==> src/hw/rtl/tmc_pkg.sv <==
// Shared types and constants for the TCP MSS clamp unit.
// No dependencies; every module of the block imports this package.
package tmc_pkg;

  // Configuration register indexes on the APB port.
  localparam int unsigned RegClampEnable = 0;
  localparam int unsigned RegTargetMss   = 1;
  localparam int unsigned RegIpv6Mode    = 2;
  localparam int unsigned RegSynOnly     = 3;

  // Register reset values.
  localparam logic [15:0] TargetMssReset = 16'd1460;

  // Default depth of the result queue (must be 2 or more).
  localparam int unsigned ResFifoDepth = 4;

  // One result byte as it leaves the block.
  typedef struct packed {
    logic [7:0] out_byte;
    logic       out_last;
    logic       clamped;
  } tmc_res_t;

  // Up to two results produced by one input byte, in order.
  typedef struct packed {
    logic [1:0] cnt;
    tmc_res_t   r0;
    tmc_res_t   r1;
  } tmc_push_t;

  // Configuration as seen by the parser.
  typedef struct packed {
    logic        clamp_enable;
    logic [15:0] mss_cap;
    logic        ipv6_mode;
    logic        syn_only;
  } tmc_cfg_t;

endpackage

==> src/hw/rtl/tmc_if.sv <==
// Valid/ready stream interfaces for segment bytes in and result bytes out.
// Depends on nothing.
interface tmc_seg_if;
  logic        valid;
  logic        ready;
  logic [7:0]  seg_byte;
  logic        first_byte;
  logic        last_byte;
  logic [15:0] seg_length;

  modport source (output valid, seg_byte, first_byte, last_byte, seg_length, input ready);
  modport sink   (input valid, seg_byte, first_byte, last_byte, seg_length, output ready);
endinterface

interface tmc_res_if;
  logic       valid;
  logic       ready;
  logic [7:0] out_byte;
  logic       out_last;
  logic       clamped;

  modport source (output valid, out_byte, out_last, clamped, input ready);
  modport sink   (input valid, out_byte, out_last, clamped, output ready);
endinterface

==> src/hw/rtl/tcp_mss_clamp_unit.sv <==
// TCP MSS clamp unit: one byte per transfer in, one result byte per transfer
// out. A new segment byte is accepted every cycle while the result queue has
// room for two results; each byte is parsed in the cycle it is accepted and
// its results are queued. The high byte of an MSS option value is held back
// and leaves with the low byte, so that item gives no result and the next
// gives two; the output side therefore sets the long-run rate to one result
// per cycle while res_o is ready. Configuration goes through the APB port
// at byte addresses 0, 4, 8 and 12 and should be written between segments.
// Depends on tmc_pkg, tmc_if, tmc_parser and tmc_res_fifo.
module tcp_mss_clamp_unit
  import tmc_pkg::*;
#(
  parameter int unsigned FifoDepth = ResFifoDepth
) (
  input  logic        clk_i,
  input  logic        rst_ni,
  tmc_seg_if.sink     seg_i,
  tmc_res_if.source   res_o,
  input  logic        psel,
  input  logic        penable,
  input  logic        pwrite,
  input  logic [3:0]  paddr,
  input  logic [31:0] pwdata,
  output logic [31:0] prdata,
  output logic        pready
);

  logic        clamp_enable_q;
  logic [15:0] mss_cap_q;
  logic        ipv6_mode_q;
  logic        syn_only_q;
  logic        cfg_wr;
  logic        take;
  logic        room;
  tmc_cfg_t    cfg;
  tmc_push_t   push;
  tmc_res_t    head;

  assign pready = 1'b1;
  assign cfg_wr = psel && penable && pwrite && pready;

  // Configuration registers.
  always_ff @(posedge clk_i or negedge rst_ni) begin
    if (!rst_ni) begin
      clamp_enable_q <= 1'b1;
      mss_cap_q      <= TargetMssReset;
      ipv6_mode_q    <= 1'b0;
      syn_only_q     <= 1'b1;
    end else if (cfg_wr) begin
      unique case (paddr[3:2])
        2'(RegClampEnable): clamp_enable_q <= pwdata[0];
        2'(RegTargetMss):   mss_cap_q      <= pwdata[15:0];
        2'(RegIpv6Mode):    ipv6_mode_q    <= pwdata[0];
        2'(RegSynOnly):     syn_only_q     <= pwdata[0];
        default:            clamp_enable_q <= clamp_enable_q;
      endcase
    end
  end

  // Register readback.
  always_comb begin
    unique case (paddr[3:2])
      2'(RegClampEnable): prdata = {31'd0, clamp_enable_q};
      2'(RegTargetMss):   prdata = {16'd0, mss_cap_q};
      2'(RegIpv6Mode):    prdata = {31'd0, ipv6_mode_q};
      2'(RegSynOnly):     prdata = {31'd0, syn_only_q};
      default:            prdata = 32'd0;
    endcase
  end

  assign cfg = '{clamp_enable: clamp_enable_q, mss_cap: mss_cap_q,
                 ipv6_mode: ipv6_mode_q, syn_only: syn_only_q};

  // Input transfer handshake.
  assign seg_i.ready = room;
  assign take        = seg_i.valid && room;

  tmc_parser u_parser (
    .clk_i        (clk_i),
    .rst_ni       (rst_ni),
    .cfg_i        (cfg),
    .take_i       (take),
    .seg_byte_i   (seg_i.seg_byte),
    .first_byte_i (seg_i.first_byte),
    .last_byte_i  (seg_i.last_byte),
    .seg_length_i (seg_i.seg_length),
    .push_o       (push)
  );

  tmc_res_fifo #(
    .Depth (FifoDepth)
  ) u_res_fifo (
    .clk_i     (clk_i),
    .rst_ni    (rst_ni),
    .push_en_i (take),
    .push_i    (push),
    .room_o    (room),
    .valid_o   (res_o.valid),
    .pop_i     (res_o.ready),
    .data_o    (head)
  );

  assign res_o.out_byte = head.out_byte;
  assign res_o.out_last = head.out_last;
  assign res_o.clamped  = head.clamped;

endmodule

==> src/hw/rtl/tmc_parser.sv <==
// Per-byte TCP header and option walker that decides the MSS rewrite.
// Depends on tmc_pkg; produces up to two results for each accepted byte.
module tmc_parser
  import tmc_pkg::*;
(
  input  logic        clk_i,
  input  logic        rst_ni,
  input  tmc_cfg_t    cfg_i,
  input  logic        take_i,
  input  logic [7:0]  seg_byte_i,
  input  logic        first_byte_i,
  input  logic        last_byte_i,
  input  logic [15:0] seg_length_i,
  output tmc_push_t   push_o
);

  // Walk phase codes.
  localparam logic [2:0] PhWalk     = 3'd0;
  localparam logic [2:0] PhLenOther = 3'd1;
  localparam logic [2:0] PhLenMss   = 3'd2;
  localparam logic [2:0] PhMssHi    = 3'd3;
  localparam logic [2:0] PhMssLo    = 3'd4;
  localparam logic [2:0] PhDone     = 3'd5;

  localparam logic [5:0]  OptStart  = 6'd20;
  localparam logic [7:0]  MssKind   = 8'h02;
  localparam logic [7:0]  MssLen    = 8'd4;
  localparam logic [15:0] V6Reduce  = 16'd20;

  logic [15:0] idx_q, idx_d;
  logic [5:0]  hdr_q, hdr_d;
  logic        syn_q, syn_d;
  logic [5:0]  nxt_q, nxt_d;
  logic [2:0]  phase_q, phase_d;
  logic [7:0]  held_q, held_d;
  logic        lok_q, lok_d;
  logic [15:0] slen_q, slen_d;

  // Effective state after an optional segment restart.
  logic [15:0] idx_e;
  logic [5:0]  hdr_e, nxt_e;
  logic        syn_e, lok_e;
  logic [2:0]  phase_e;
  logic        flush;

  // Values after the header length and flag bytes are seen.
  logic [5:0]  hdr_n;
  logic        syn_n, lok_n;
  logic        in_opts, active, hold;
  logic [15:0] tgt;
  logic [15:0] cur;
  logic [8:0]  opt_end;
  logic [6:0]  idx_p1;
  logic [1:0]  m_cnt;
  tmc_res_t    m0, m1, fl;

  always_comb begin
    flush   = first_byte_i && (phase_q == PhMssLo);
    idx_e   = first_byte_i ? 16'd0 : idx_q;
    hdr_e   = first_byte_i ? 6'd0 : hdr_q;
    syn_e   = first_byte_i ? 1'b0 : syn_q;
    nxt_e   = first_byte_i ? OptStart : nxt_q;
    phase_e = first_byte_i ? PhWalk : phase_q;
    lok_e   = first_byte_i ? 1'b0 : lok_q;
    slen_d  = first_byte_i ? seg_length_i : slen_q;

    // Header length at offset 12 and SYN flag at offset 13.
    hdr_n = (idx_e == 16'd12) ? {seg_byte_i[7:4], 2'b00} : hdr_e;
    lok_n = (idx_e == 16'd12) ? (slen_d >= {10'd0, hdr_n}) : lok_e;
    syn_n = (idx_e == 16'd13) ? seg_byte_i[1] : syn_e;

    // Effective target and clamp decision for the low MSS byte.
    tgt    = (cfg_i.ipv6_mode && (cfg_i.mss_cap > V6Reduce)) ?
             (cfg_i.mss_cap - V6Reduce) : cfg_i.mss_cap;
    cur    = {held_q, seg_byte_i};
    active = cfg_i.clamp_enable && (hdr_n > OptStart) && lok_n &&
             (!cfg_i.syn_only || syn_n);

    in_opts = (idx_e >= {10'd0, OptStart}) && (idx_e < {10'd0, hdr_n});
    idx_p1  = {1'b0, idx_e[5:0]} + 7'd1;
    opt_end = {3'd0, nxt_e} + {1'b0, seg_byte_i};

    phase_d = phase_e;
    nxt_d   = nxt_e;
    held_d  = first_byte_i ? 8'd0 : held_q;
    hold    = 1'b0;

    fl = '{out_byte: held_q, out_last: 1'b0, clamped: 1'b0};
    m0 = '{out_byte: seg_byte_i, out_last: last_byte_i, clamped: 1'b0};
    m1 = m0;
    m_cnt = 2'd1;

    if (phase_e == PhMssLo) begin
      // Release the held high byte together with the low byte.
      m_cnt = 2'd2;
      if (active && (cur > tgt)) begin
        m0 = '{out_byte: tgt[15:8], out_last: 1'b0, clamped: 1'b1};
        m1 = '{out_byte: tgt[7:0], out_last: last_byte_i, clamped: 1'b1};
      end else begin
        m0 = fl;
        m1 = '{out_byte: seg_byte_i, out_last: last_byte_i, clamped: 1'b0};
      end
      phase_d = PhDone;
    end else if (in_opts && (phase_e != PhDone)) begin
      unique case (phase_e)
        PhWalk: begin
          if (idx_e == {10'd0, nxt_e}) begin
            if (seg_byte_i == 8'd0) begin
              phase_d = PhDone;
            end else if (seg_byte_i == 8'd1) begin
              nxt_d = idx_p1[5:0];
            end else if (idx_p1 >= {1'b0, hdr_n}) begin
              phase_d = PhDone;
            end else begin
              phase_d = (seg_byte_i == MssKind) ? PhLenMss : PhLenOther;
            end
          end
        end
        PhLenOther, PhLenMss: begin
          if ((seg_byte_i < 8'd2) || (opt_end > {3'd0, hdr_n})) begin
            phase_d = PhDone;
          end else if ((phase_e == PhLenMss) && (seg_byte_i == MssLen)) begin
            phase_d = PhMssHi;
          end else begin
            nxt_d   = opt_end[5:0];
            phase_d = PhWalk;
          end
        end
        PhMssHi: begin
          if (last_byte_i) begin
            phase_d = PhDone;
          end else begin
            held_d  = seg_byte_i;
            phase_d = PhMssLo;
            hold    = 1'b1;
          end
        end
        default: begin
          phase_d = PhDone;
        end
      endcase
      if (hold) begin
        m_cnt = 2'd0;
      end
    end

    // Order the flushed byte ahead of this byte's own results.
    if (flush) begin
      push_o.cnt = m_cnt + 2'd1;
      push_o.r0  = fl;
      push_o.r1  = m0;
    end else begin
      push_o.cnt = m_cnt;
      push_o.r0  = m0;
      push_o.r1  = m1;
    end

    // Advance the offset, or restart after the final byte.
    hdr_d = hdr_n;
    syn_d = syn_n;
    lok_d = lok_n;
    idx_d = (idx_e == 16'hFFFF) ? idx_e : idx_e + 16'd1;
    if (last_byte_i) begin
      idx_d   = 16'd0;
      hdr_d   = 6'd0;
      syn_d   = 1'b0;
      nxt_d   = OptStart;
      phase_d = PhWalk;
      held_d  = 8'd0;
      lok_d   = 1'b0;
    end
  end

  // Segment state registers.
  always_ff @(posedge clk_i or negedge rst_ni) begin
    if (!rst_ni) begin
      idx_q   <= 16'd0;
      hdr_q   <= 6'd0;
      syn_q   <= 1'b0;
      nxt_q   <= OptStart;
      phase_q <= PhWalk;
      held_q  <= 8'd0;
      lok_q   <= 1'b0;
      slen_q  <= 16'd0;
    end else if (take_i) begin
      idx_q   <= idx_d;
      hdr_q   <= hdr_d;
      syn_q   <= syn_d;
      nxt_q   <= nxt_d;
      phase_q <= phase_d;
      held_q  <= held_d;
      lok_q   <= lok_d;
      slen_q  <= slen_d;
    end
  end

`ifndef SYNTHESIS
  // A byte that yields no result is always the held high MSS byte.
  assert property (@(posedge clk_i) disable iff (!rst_ni)
    (take_i && (push_o.cnt == 2'd0)) |=> (phase_q == PhMssLo))
    else $error("tmc_parser: byte swallowed without holding it");

  // A rewritten value always leaves as a complete byte pair.
  assert property (@(posedge clk_i) disable iff (!rst_ni)
    (take_i && push_o.r0.clamped) |-> (push_o.r1.clamped && (push_o.cnt == 2'd2)))
    else $error("tmc_parser: clamped byte without its partner");

  // A new segment while holding flushes the held byte ahead of the new one.
  assert property (@(posedge clk_i) disable iff (!rst_ni)
    (take_i && flush) |-> ((push_o.cnt == 2'd2) && !push_o.r0.clamped))
    else $error("tmc_parser: held byte not flushed on segment start");
`endif

endmodule

==> src/hw/rtl/tmc_res_fifo.sv <==
// Small result queue: takes up to two results per cycle, gives one per pop.
// Depends on tmc_pkg for the result types.
module tmc_res_fifo
  import tmc_pkg::*;
#(
  parameter int unsigned Depth = ResFifoDepth
) (
  input  logic      clk_i,
  input  logic      rst_ni,
  input  logic      push_en_i,
  input  tmc_push_t push_i,
  output logic      room_o,
  output logic      valid_o,
  input  logic      pop_i,
  output tmc_res_t  data_o
);

  localparam int unsigned PtrW = (Depth > 1) ? $clog2(Depth) : 1;
  localparam int unsigned CntW = $clog2(Depth + 1);
  localparam logic [PtrW-1:0] LastPtr = PtrW'(Depth - 1);

  tmc_res_t        mem_q [Depth];
  logic [PtrW-1:0] wr_q, wr_d, rd_q, rd_d, wr_p1;
  logic [CntW-1:0] cnt_q, cnt_d, n_push;
  logic            pop;

  function automatic logic [PtrW-1:0] ptr_inc(input logic [PtrW-1:0] p);
    ptr_inc = (p == LastPtr) ? '0 : p + 1'b1;
  endfunction

  // Room for the largest group of results one byte can cause.
  assign room_o  = (cnt_q <= CntW'(Depth - 2));
  assign valid_o = (cnt_q != '0);
  assign data_o  = mem_q[rd_q];
  assign pop     = pop_i && valid_o;

  always_comb begin
    n_push = push_en_i ? CntW'(push_i.cnt) : '0;
    wr_p1  = ptr_inc(wr_q);
    wr_d   = (n_push == CntW'(2)) ? ptr_inc(wr_p1) :
             (n_push == CntW'(1)) ? wr_p1 : wr_q;
    rd_d   = pop ? ptr_inc(rd_q) : rd_q;
    cnt_d  = cnt_q + n_push - CntW'(pop);
  end

  // Storage writes.
  always_ff @(posedge clk_i) begin
    if (n_push != '0) begin
      mem_q[wr_q] <= push_i.r0;
    end
    if (n_push == CntW'(2)) begin
      mem_q[wr_p1] <= push_i.r1;
    end
  end

  // Pointers and fill level.
  always_ff @(posedge clk_i or negedge rst_ni) begin
    if (!rst_ni) begin
      wr_q  <= '0;
      rd_q  <= '0;
      cnt_q <= '0;
    end else begin
      wr_q  <= wr_d;
      rd_q  <= rd_d;
      cnt_q <= cnt_d;
    end
  end

`ifndef SYNTHESIS
  assert property (@(posedge clk_i) disable iff (!rst_ni)
    cnt_q <= CntW'(Depth))
    else $error("tmc_res_fifo: fill level above depth");

  assert property (@(posedge clk_i) disable iff (!rst_ni)
    (push_en_i && (push_i.cnt != 2'd0)) |-> room_o)
    else $error("tmc_res_fifo: push without room");

  assert property (@(posedge clk_i) disable iff (!rst_ni)
    (pop && (n_push == '0)) |=> (cnt_q == $past(cnt_q) - 1'b1))
    else $error("tmc_res_fifo: pop did not lower fill level");
`endif

endmodule
==> src/flat_wrapper.sv <==
// flat-port wrapper written by rule: the top's interface ports become plain ports
module tcp_mss_clamp_unit_flat import tmc_pkg::*;
#(
  parameter int unsigned FifoDepth = ResFifoDepth
)
  (clk_i, rst_ni, psel, penable, pwrite, paddr, pwdata, prdata, pready, seg_i_valid, seg_i_seg_byte, seg_i_first_byte, seg_i_last_byte, seg_i_seg_length, seg_i_ready, res_o_valid, res_o_out_byte, res_o_out_last, res_o_clamped, res_o_ready);
  tmc_seg_if seg_i_i ();
  tmc_res_if res_o_i ();
  input  logic clk_i;
  input  logic rst_ni;
  input  logic psel;
  input  logic penable;
  input  logic pwrite;
  input  logic [3:0] paddr;
  input  logic [31:0] pwdata;
  output logic [31:0] prdata;
  output logic pready;
  input wire logic [$bits(seg_i_i.valid)-1:0] seg_i_valid;
  input wire logic [$bits(seg_i_i.seg_byte)-1:0] seg_i_seg_byte;
  input wire logic [$bits(seg_i_i.first_byte)-1:0] seg_i_first_byte;
  input wire logic [$bits(seg_i_i.last_byte)-1:0] seg_i_last_byte;
  input wire logic [$bits(seg_i_i.seg_length)-1:0] seg_i_seg_length;
  output wire logic [$bits(seg_i_i.ready)-1:0] seg_i_ready;
  output wire logic [$bits(res_o_i.valid)-1:0] res_o_valid;
  output wire logic [$bits(res_o_i.out_byte)-1:0] res_o_out_byte;
  output wire logic [$bits(res_o_i.out_last)-1:0] res_o_out_last;
  output wire logic [$bits(res_o_i.clamped)-1:0] res_o_clamped;
  input wire logic [$bits(res_o_i.ready)-1:0] res_o_ready;
  assign seg_i_i.valid = seg_i_valid;
  assign seg_i_i.seg_byte = seg_i_seg_byte;
  assign seg_i_i.first_byte = seg_i_first_byte;
  assign seg_i_i.last_byte = seg_i_last_byte;
  assign seg_i_i.seg_length = seg_i_seg_length;
  assign seg_i_ready = seg_i_i.ready;
  assign res_o_valid = res_o_i.valid;
  assign res_o_out_byte = res_o_i.out_byte;
  assign res_o_out_last = res_o_i.out_last;
  assign res_o_clamped = res_o_i.clamped;
  assign res_o_i.ready = res_o_ready;
  tcp_mss_clamp_unit #(.FifoDepth(FifoDepth)) u_core (.clk_i(clk_i), .rst_ni(rst_ni), .seg_i(seg_i_i), .res_o(res_o_i), .psel(psel), .penable(penable), .pwrite(pwrite), .paddr(paddr), .pwdata(pwdata), .prdata(prdata), .pready(pready));
endmodule
==> config.mk <==
export PLATFORM = sky130hd
export DESIGN_NAME = tcp_mss_clamp_unit_flat
export DESIGN_NICKNAME = d
export VERILOG_FILES = /design/src/hw/rtl/tmc_pkg.sv /design/src/hw/rtl/tmc_if.sv /design/src/hw/rtl/tcp_mss_clamp_unit.sv /design/src/hw/rtl/tmc_parser.sv /design/src/hw/rtl/tmc_res_fifo.sv /design/src/flat_wrapper.sv
export SDC_FILE = /design/constraint.sdc
export NUM_CORES = 1
export LEC_CHECK = 0
export ABC_AREA = 1
export BUFFER_PORTS_ARGS = -buffer_cell sky130_fd_sc_hd__buf_4
export CAP_MARGIN = 10
export CORE_ASPECT_RATIO = 1.25
export CORE_UTILIZATION = 64
export DETAILED_ROUTE_END_ITERATION = 10
export PLACE_DENSITY = 0.87
export SLEW_MARGIN = 25
export SYNTH_ARGS = -nofsm -noshare
export SYNTH_HDL_FRONTEND = slang
export SYNTH_SLANG_ARGS = --single-unit
==> constraint.sdc <==
create_clock -name clk_i -period 11.98 [get_ports clk_i]
set_clock_uncertainty 0.15 [all_clocks]
set_input_delay 1.198 -clock clk_i [delete_from_list [all_inputs] [get_ports clk_i]]
set_output_delay 1.198 -clock clk_i [all_outputs]
set_load 0.05 [all_outputs]
* After elaboration in Yosys (flattened, before gate mapping)
Memory sizes are Yosys's and may differ from the RTL's.
Index checks and enable logic that the tools add are counted.
** Storage, ports and cells
- Input port bits :: 69
- Bits in writable memories :: 40
- Bits in registers :: 83
- Memories kept :: 1
- Logic and storage cells :: 148
** Cells by class
- Eq/ne operators :: 21
- Add/sub/neg operators :: 10
- Reduce and logical (&&, ||, !) cells :: 27
- Multiplexer cells :: 64
- Magnitude comparators :: 10
** Memories
- u_core.u_res_fifo.mem_q :: depth 4, bits a word 10, read ports 1, clocked after Yosys merged registers in 0, wr ports 2, line tmc_res_fifo.sv:22 : tmc_res_t mem_q [Depth];
** Operators with widths (number)
- $pmux W32 S4 :: 1
- $mux W16 :: 5
- $mux W6 :: 12
- $mux W10 :: 4
- $mux W8 :: 5
- $eq A16 B4 Y1 const B :: 2
- $mux W3 :: 9
- $mux W22 :: 1
- $mux W2 :: 9
- $add A16 B1 Y16 const B :: 1
- $eq A16 B16 Y1 const B :: 1
- $eq A16 B6 Y1 :: 1
- $ge A16 B5 Y1 const B :: 1
- $ge A16 B6 Y1 :: 1
- $gt A16 B16 Y1 :: 1
- $gt A16 B5 Y1 const B :: 1
- $lt A16 B6 Y1 :: 1
- $mux W1 :: 16
- $sub A16 B5 Y16 const B :: 1
- $logic_and A1 B1 Y1 :: 13
- $eq A2 B2 Y1 const B :: 6
- $pmux W6 S2 :: 1
- $add A6 B8 Y9 :: 1
- $gt A9 B6 Y1 :: 1
- 26 further kinds :: 37

* Logic depth before layout (Yosys ltp)
- Depth after elaboration :: 17
- Mapped depth :: 29
- Depth with buffers taken out :: 27

* Cells and area by module
Synthesis repeated with hierarchy kept, for this count alone.
** Unflattened totals
- Cell total of the unflattened synthesis :: 1340
- Area total of the unflattened synthesis :: 9387.8 um^2
** Modules (own cells, without submodules)
- tmc_parser :: sequential area each 1428.9 um^2, area an instance 5810.6 um^2, instances 1, cells an instance 909
- tmc_res_fifo :: sequential area each 1376.3 um^2, area an instance 2472.4 um^2, instances 1, cells an instance 275
- tcp_mss_clamp_unit :: sequential area each 485.5 um^2, area an instance 1104.8 um^2, instances 1, cells an instance 156

* Worst setup path before layout
OpenSTA, ideal clock, no wires.
- Path kind :: in2reg
- Start point :: in seg_i_first_byte
- End point :: mem u_core.u_res_fifo.mem_q[0][0] (netlist name), enable pin
- Data arrival time :: 5059 ps
- Cell stages on the path :: 21
- Setup time :: 391 ps
- Path buffers :: 4
- Path slack :: 6380 ps
- Data required time :: 11439 ps
- Path through :: buf_4 inv_2 buf_6 buf_6 nand2_1 ha_1 nand2_1 nor2_2 nand2_4 o21ai_1 ha_1 a21o_1 nor3_1 o21ai_0 nor3_1 nand3_1 o211ai_1 ha_1 clkbuf_1 nand2_1 o21ai_0
** RTL lines
- from (decl) :: line flat_wrapper.sv:20 : input wire logic [$bits(seg_i_i.first_byte)-1:0] seg_i_first_byte;
- to (decl) :: line tmc_res_fifo.sv:22

==> qor_table.md <==
| Item | Value | Unit |
|:---|:---|:---|
| Run status | complete, no violations | - |
| Clock transition at the register clock pins on the worst setup and hold paths after CTS | 0.06 | ns |
| TritonCTS Buffers | 17 | - |
| Floorplan die height | 137 | um |
| Met3 routed WL | 1650 | um |
| Highest metal layer with signal wires | met4 | - |
| Routed length on met2 | 12,500 | um |
| Seq cells post-synth | 123 | - |
| Count of flip-flops with a built-in enable after synthesis | 40 | - |
| Fraction of final layout cells with drive strength greater than 1 | 0.107 | - |
| Required time of the critical path | 11.88 | ns |
| Most frequently used flop master after synthesis | sky130_fd_sc_hd__dfrtp_1 | - |
| Pin count of the biggest net entering global routing | 54 | - |
| Final #Nets | 1,546 | - |
| Static leakage power | 5.30 | nW |
| Post-Synth Adder-Cell Area | 0.0858 | - |
| Type of the most critical hold path | reg -> reg | - |
| Areal power density over the cells | 167 | nW/um^2 |
| Total placed cells including tap cells | 1,573 | - |
| Multiplexer share of the synthesized area | 0.00107 | - |
| CP Capture Type | flop | - |
| Post-synthesis cell count | 1,345 | - |
| Post-DP HPWL | 18,300 | um |
| Cell area after layout | 10,600 | sq um |
| DRC violation count after routing | 0 | - |
| Post-synthesis area per instance | 6.96 | sq um |
| Clock buffer depth | 2 | - |
| Arrival time at the worst endpoint | 6.96 | ns |
| Hold violation count in the final report | 0 | - |
| Number of top-level pins | 114 | - |
| Cts hold-fix bufs | 0 | - |
| Part of the Yosys area used for sequential elements | 0.351 | - |
| Vias | 9,029 | - |
| Most common cell after layout, fill and taps aside | sky130_fd_sc_hd__nand2_1 | - |
| Worst VDD drop | 0.000204 | V |
| Peak clock frequency supported by timing | 142 | MHz |
| Count of routing violations after the opening detailed-route iteration | 906 | - |
| Total cell area at the placement stage | 10000 | sq um |
| CP Launch Type | input pin | - |
| Effective utilization at floorplan | 0.653 | - |
| Placeable core region | 14,300 | sq um |
| Die extent in x | 110 | um |
| Wire length of the first global-routing pass | 40,200 | um |
| Initial antenna violation count | 0 | - |
| Compound-gate portion of the synthesized area | 0.132 | - |
| Total GRT Usage | 0.347 | - |
| Vias in the first global route | 8,480 | - |
| Pin slew with the least headroom to its limit | 1.02 | ns |
| Count of yosys warnings during synthesis | 0 | - |
| Finished Layout Cells | 1,605 | - |
| Post-Synth Simple-Gate Area | 0.295 | - |
| Post-synthesis instance area | 9370 | sq um |
| Setup repair bufs after CTS | 0 | - |
| Cell accounting for the most synthesized area | sky130_fd_sc_hd__dfrtp_1 | - |
| Resized cells post-CTS | 0 | - |
| TNS Setup | 0 | ns |
| Pins over their slew limit | 0 | - |
| Post-Synth XOR/XNOR Area | 0.0271 | - |
| Maximum net fanout on the critical path | 53 | - |
| Worst slew margin relative to its limit | 0.313 | - |
| Detail-routed net length per standard cell | 15.6 | um |
| # setup viols final | 0 | - |
| Clock latency of the later-clocked register in the worst-skew pair | 0.43 | ns |
| Gp weighted congestion | 0.951 | - |
| Routed Wire Length | 25,000 | um |
| Number of sinks handled by clock tree synthesis | 123 | - |
| CTS tree | built | - |
| Routed metal-1 wire length | 9960 | um |
| Commonest cells after routing, fill and taps aside | sky130_fd_sc_hd__nand2_1 (380), sky130_fd_sc_hd__inv_1 (177), sky130_fd_sc_hd__nor2_1 (130), sky130_fd_sc_hd__o21ai_0 (129), sky130_fd_sc_hd__nand3_1 (108) | - |
| Period Utilization, post-route | 0.589 | - |
| Number of library cell types mapped by synthesis | 46 | - |
| Iteration count of the initial detailed-routing pass | 7 | - |
| Via density per instance | 5.63 | - |
| Count of input and output buffers | 78 | - |
| Cell types occupying the most area after synthesis | sky130_fd_sc_hd__dfrtp_1 (20%), sky130_fd_sc_hd__nand2_1 (15%), sky130_fd_sc_hd__edfxtp_1 (13%) | - |
| Synth async-reset ratio | 0.675 | - |
| Floorplan die area | 15,100 | sq um |
| Area share of the leading cell type in the synthesized netlist | 0.195 | - |
| Post-route antenna net violation count | 0 | - |
| RSZ-0062 raised after global routing | false | - |
| Clock tree root buffer cell | sky130_fd_sc_hd__clkbuf_16 | - |
| Final antenna diode count | 0 | - |
| Dominant combinational cell family by area after synthesis | simple AND/OR/NAND/NOR gates | - |
| H-tree level count | 4 | - |
| Min Tclk post-route | 7.05 | ns |
| Relative area change from synthesis to final layout | 12.7 | % |
| Grt total ovfl | 0 | - |
| FP Rows | 49 | - |
| Count of fill cells added during filler insertion | 1,162 | - |
| Worst Path Class, Setup | in -> reg | - |
| Number of maximum-capacitance violations | 0 | - |
==> where the power goes <==
part | switching (mW) | internal, mW | total (mW)
registers | 0.0631 | 0.521 | 0.585
clock network | 0.200 | 0.284 | 0.484
logic | 0.474 | 0.219 | 0.693
==> worst paths after layout <==
kind / slack (ns) / cells after the start / endpoint / from
setup / recovery: 4.93 / 18 / u_core.u_res_fifo.mem_q[3][3] / seg_i_first_byte
setup reg to reg: 6.09 / 15 / u_core.u_res_fifo.mem_q[3][3] / u_core.u_parser.idx_q[7]
hold reg to reg: 0.34 / 2 / u_core.u_parser.slen_q[10] / u_core.u_parser.slen_q[10]
hold / removal: 0.34 / 2 / u_core.u_parser.slen_q[10] / u_core.u_parser.slen_q[10]
max in group asynchronous: 10.12 / 2 / u_core.mss_cap_q[11] / rst_ni
min in group asynchronous: 0.55 / 1 / u_core.u_parser.slen_q[8] / rst_ni
==> registers in the layout (all words and copies together) (netlist names) <==
signal / flops
u_core.u_res_fifo.rd_q: 2
u_core.u_parser.slen_q: 16
u_core.u_res_fifo.wr_q: 2
u_core.u_res_fifo.mem_q: 40
u_core.ipv6_mode_q: 1
u_core.u_parser.idx_q: 16
u_core.u_parser.nxt_q: 6
u_core.u_parser.lok_q: 1
u_core.mss_cap_q: 16
u_core.u_parser.hdr_q: 6
u_core.clamp_enable_q: 1
u_core.u_parser.held_q: 8
u_core.u_parser.phase_q: 3
u_core.u_res_fifo.cnt_q: 3
u_core.u_parser.syn_q: 1
u_core.syn_only_q: 1
==> synthesized netlist by cell type (all sizes together) (5+ instances only) <==
master / count
xor2: 23
nand2: 386
nand3: 110
dfrtp: 73
xnor2: 6
dfstp: 10
nor3: 15
o211ai: 5
a21oi: 38
nor4: 5
nor2: 133
clkbuf: 25
nand4: 11
ha: 61
clkinv: 6
o22ai: 27
edfxtp: 40
buf: 27
inv: 181
o21ai: 140
==> metrics by stage <==
step / util / worst slack (ns) / hold slack [ns] / total power [mW]
after global routing: 0.735 / 4.52 / 0.368 / 1.87
after CTS: 0.735 / 5.08 / 0.338 / 1.76
after floorplan: - / 6.38 / 0.298 / 1.08
final: 0.735 / 4.93 / 0.339 / 1.76
after detailed placement: 0.697 / 4.72 / 0.325 / 1.27
after global placement: 0.697 / 4.79 / 0.312 / 1.25
==> layout make-up <==
type                    instances  area (sq um)  share of cell area
multi-input cells             998          5130               0.486
inverters                     187           702              0.0665
clock inverters                15           125              0.0119
clock buffers                  17           425              0.0403
well taps                     178           223              0.0211
repair buffers                 87           653              0.0619
flip-flops and latches        123          3290               0.312
==> per-layer routing <==
| metal | global-route usage | up-vias |
|---|---|---|
| met2 | 0.597 | 354 |
| met5 | 0 | - |
| li1 | - | 4491 |
| met1 | 0.420 | 4102 |
| met4 | 0.156 | 0 |
| met3 | 0.0615 | 82 |
==> cells by family after synthesis <==
family | Yosys count
adder cells (fa/ha/maj) | 63
flip-flops | 123
AND/OR/NAND/NOR | 663
other | 2
buffers and inverters | 239
XOR/XNOR | 29
multiplexers | 1
AO/OA/AOI/OAI | 225
==> critical path, stage by stage <==
cell and delay [ns]:
sky130_fd_sc_hd__buf_4 0.49, sky130_fd_sc_hd__inv_2 0.43, sky130_fd_sc_hd__nand2_1 0.31, sky130_fd_sc_hd__ha_1 0.19
sky130_fd_sc_hd__nand2_1 0.06, sky130_fd_sc_hd__nor2_2 0.22, sky130_fd_sc_hd__nand2_4 0.14, sky130_fd_sc_hd__o21ai_1 0.53
sky130_fd_sc_hd__ha_1 0.37, sky130_fd_sc_hd__a21o_1 0.18, sky130_fd_sc_hd__nor3_1 0.14, sky130_fd_sc_hd__o21ai_0 0.12
sky130_fd_sc_hd__nor3_1 0.38, sky130_fd_sc_hd__nand3_1 0.42, sky130_fd_sc_hd__o211ai_1 0.47, sky130_fd_sc_hd__ha_1 0.34
sky130_fd_sc_hd__nand2_1 0.29, sky130_fd_sc_hd__o21ai_1 0.65
(Power assumes the default switching activity.)
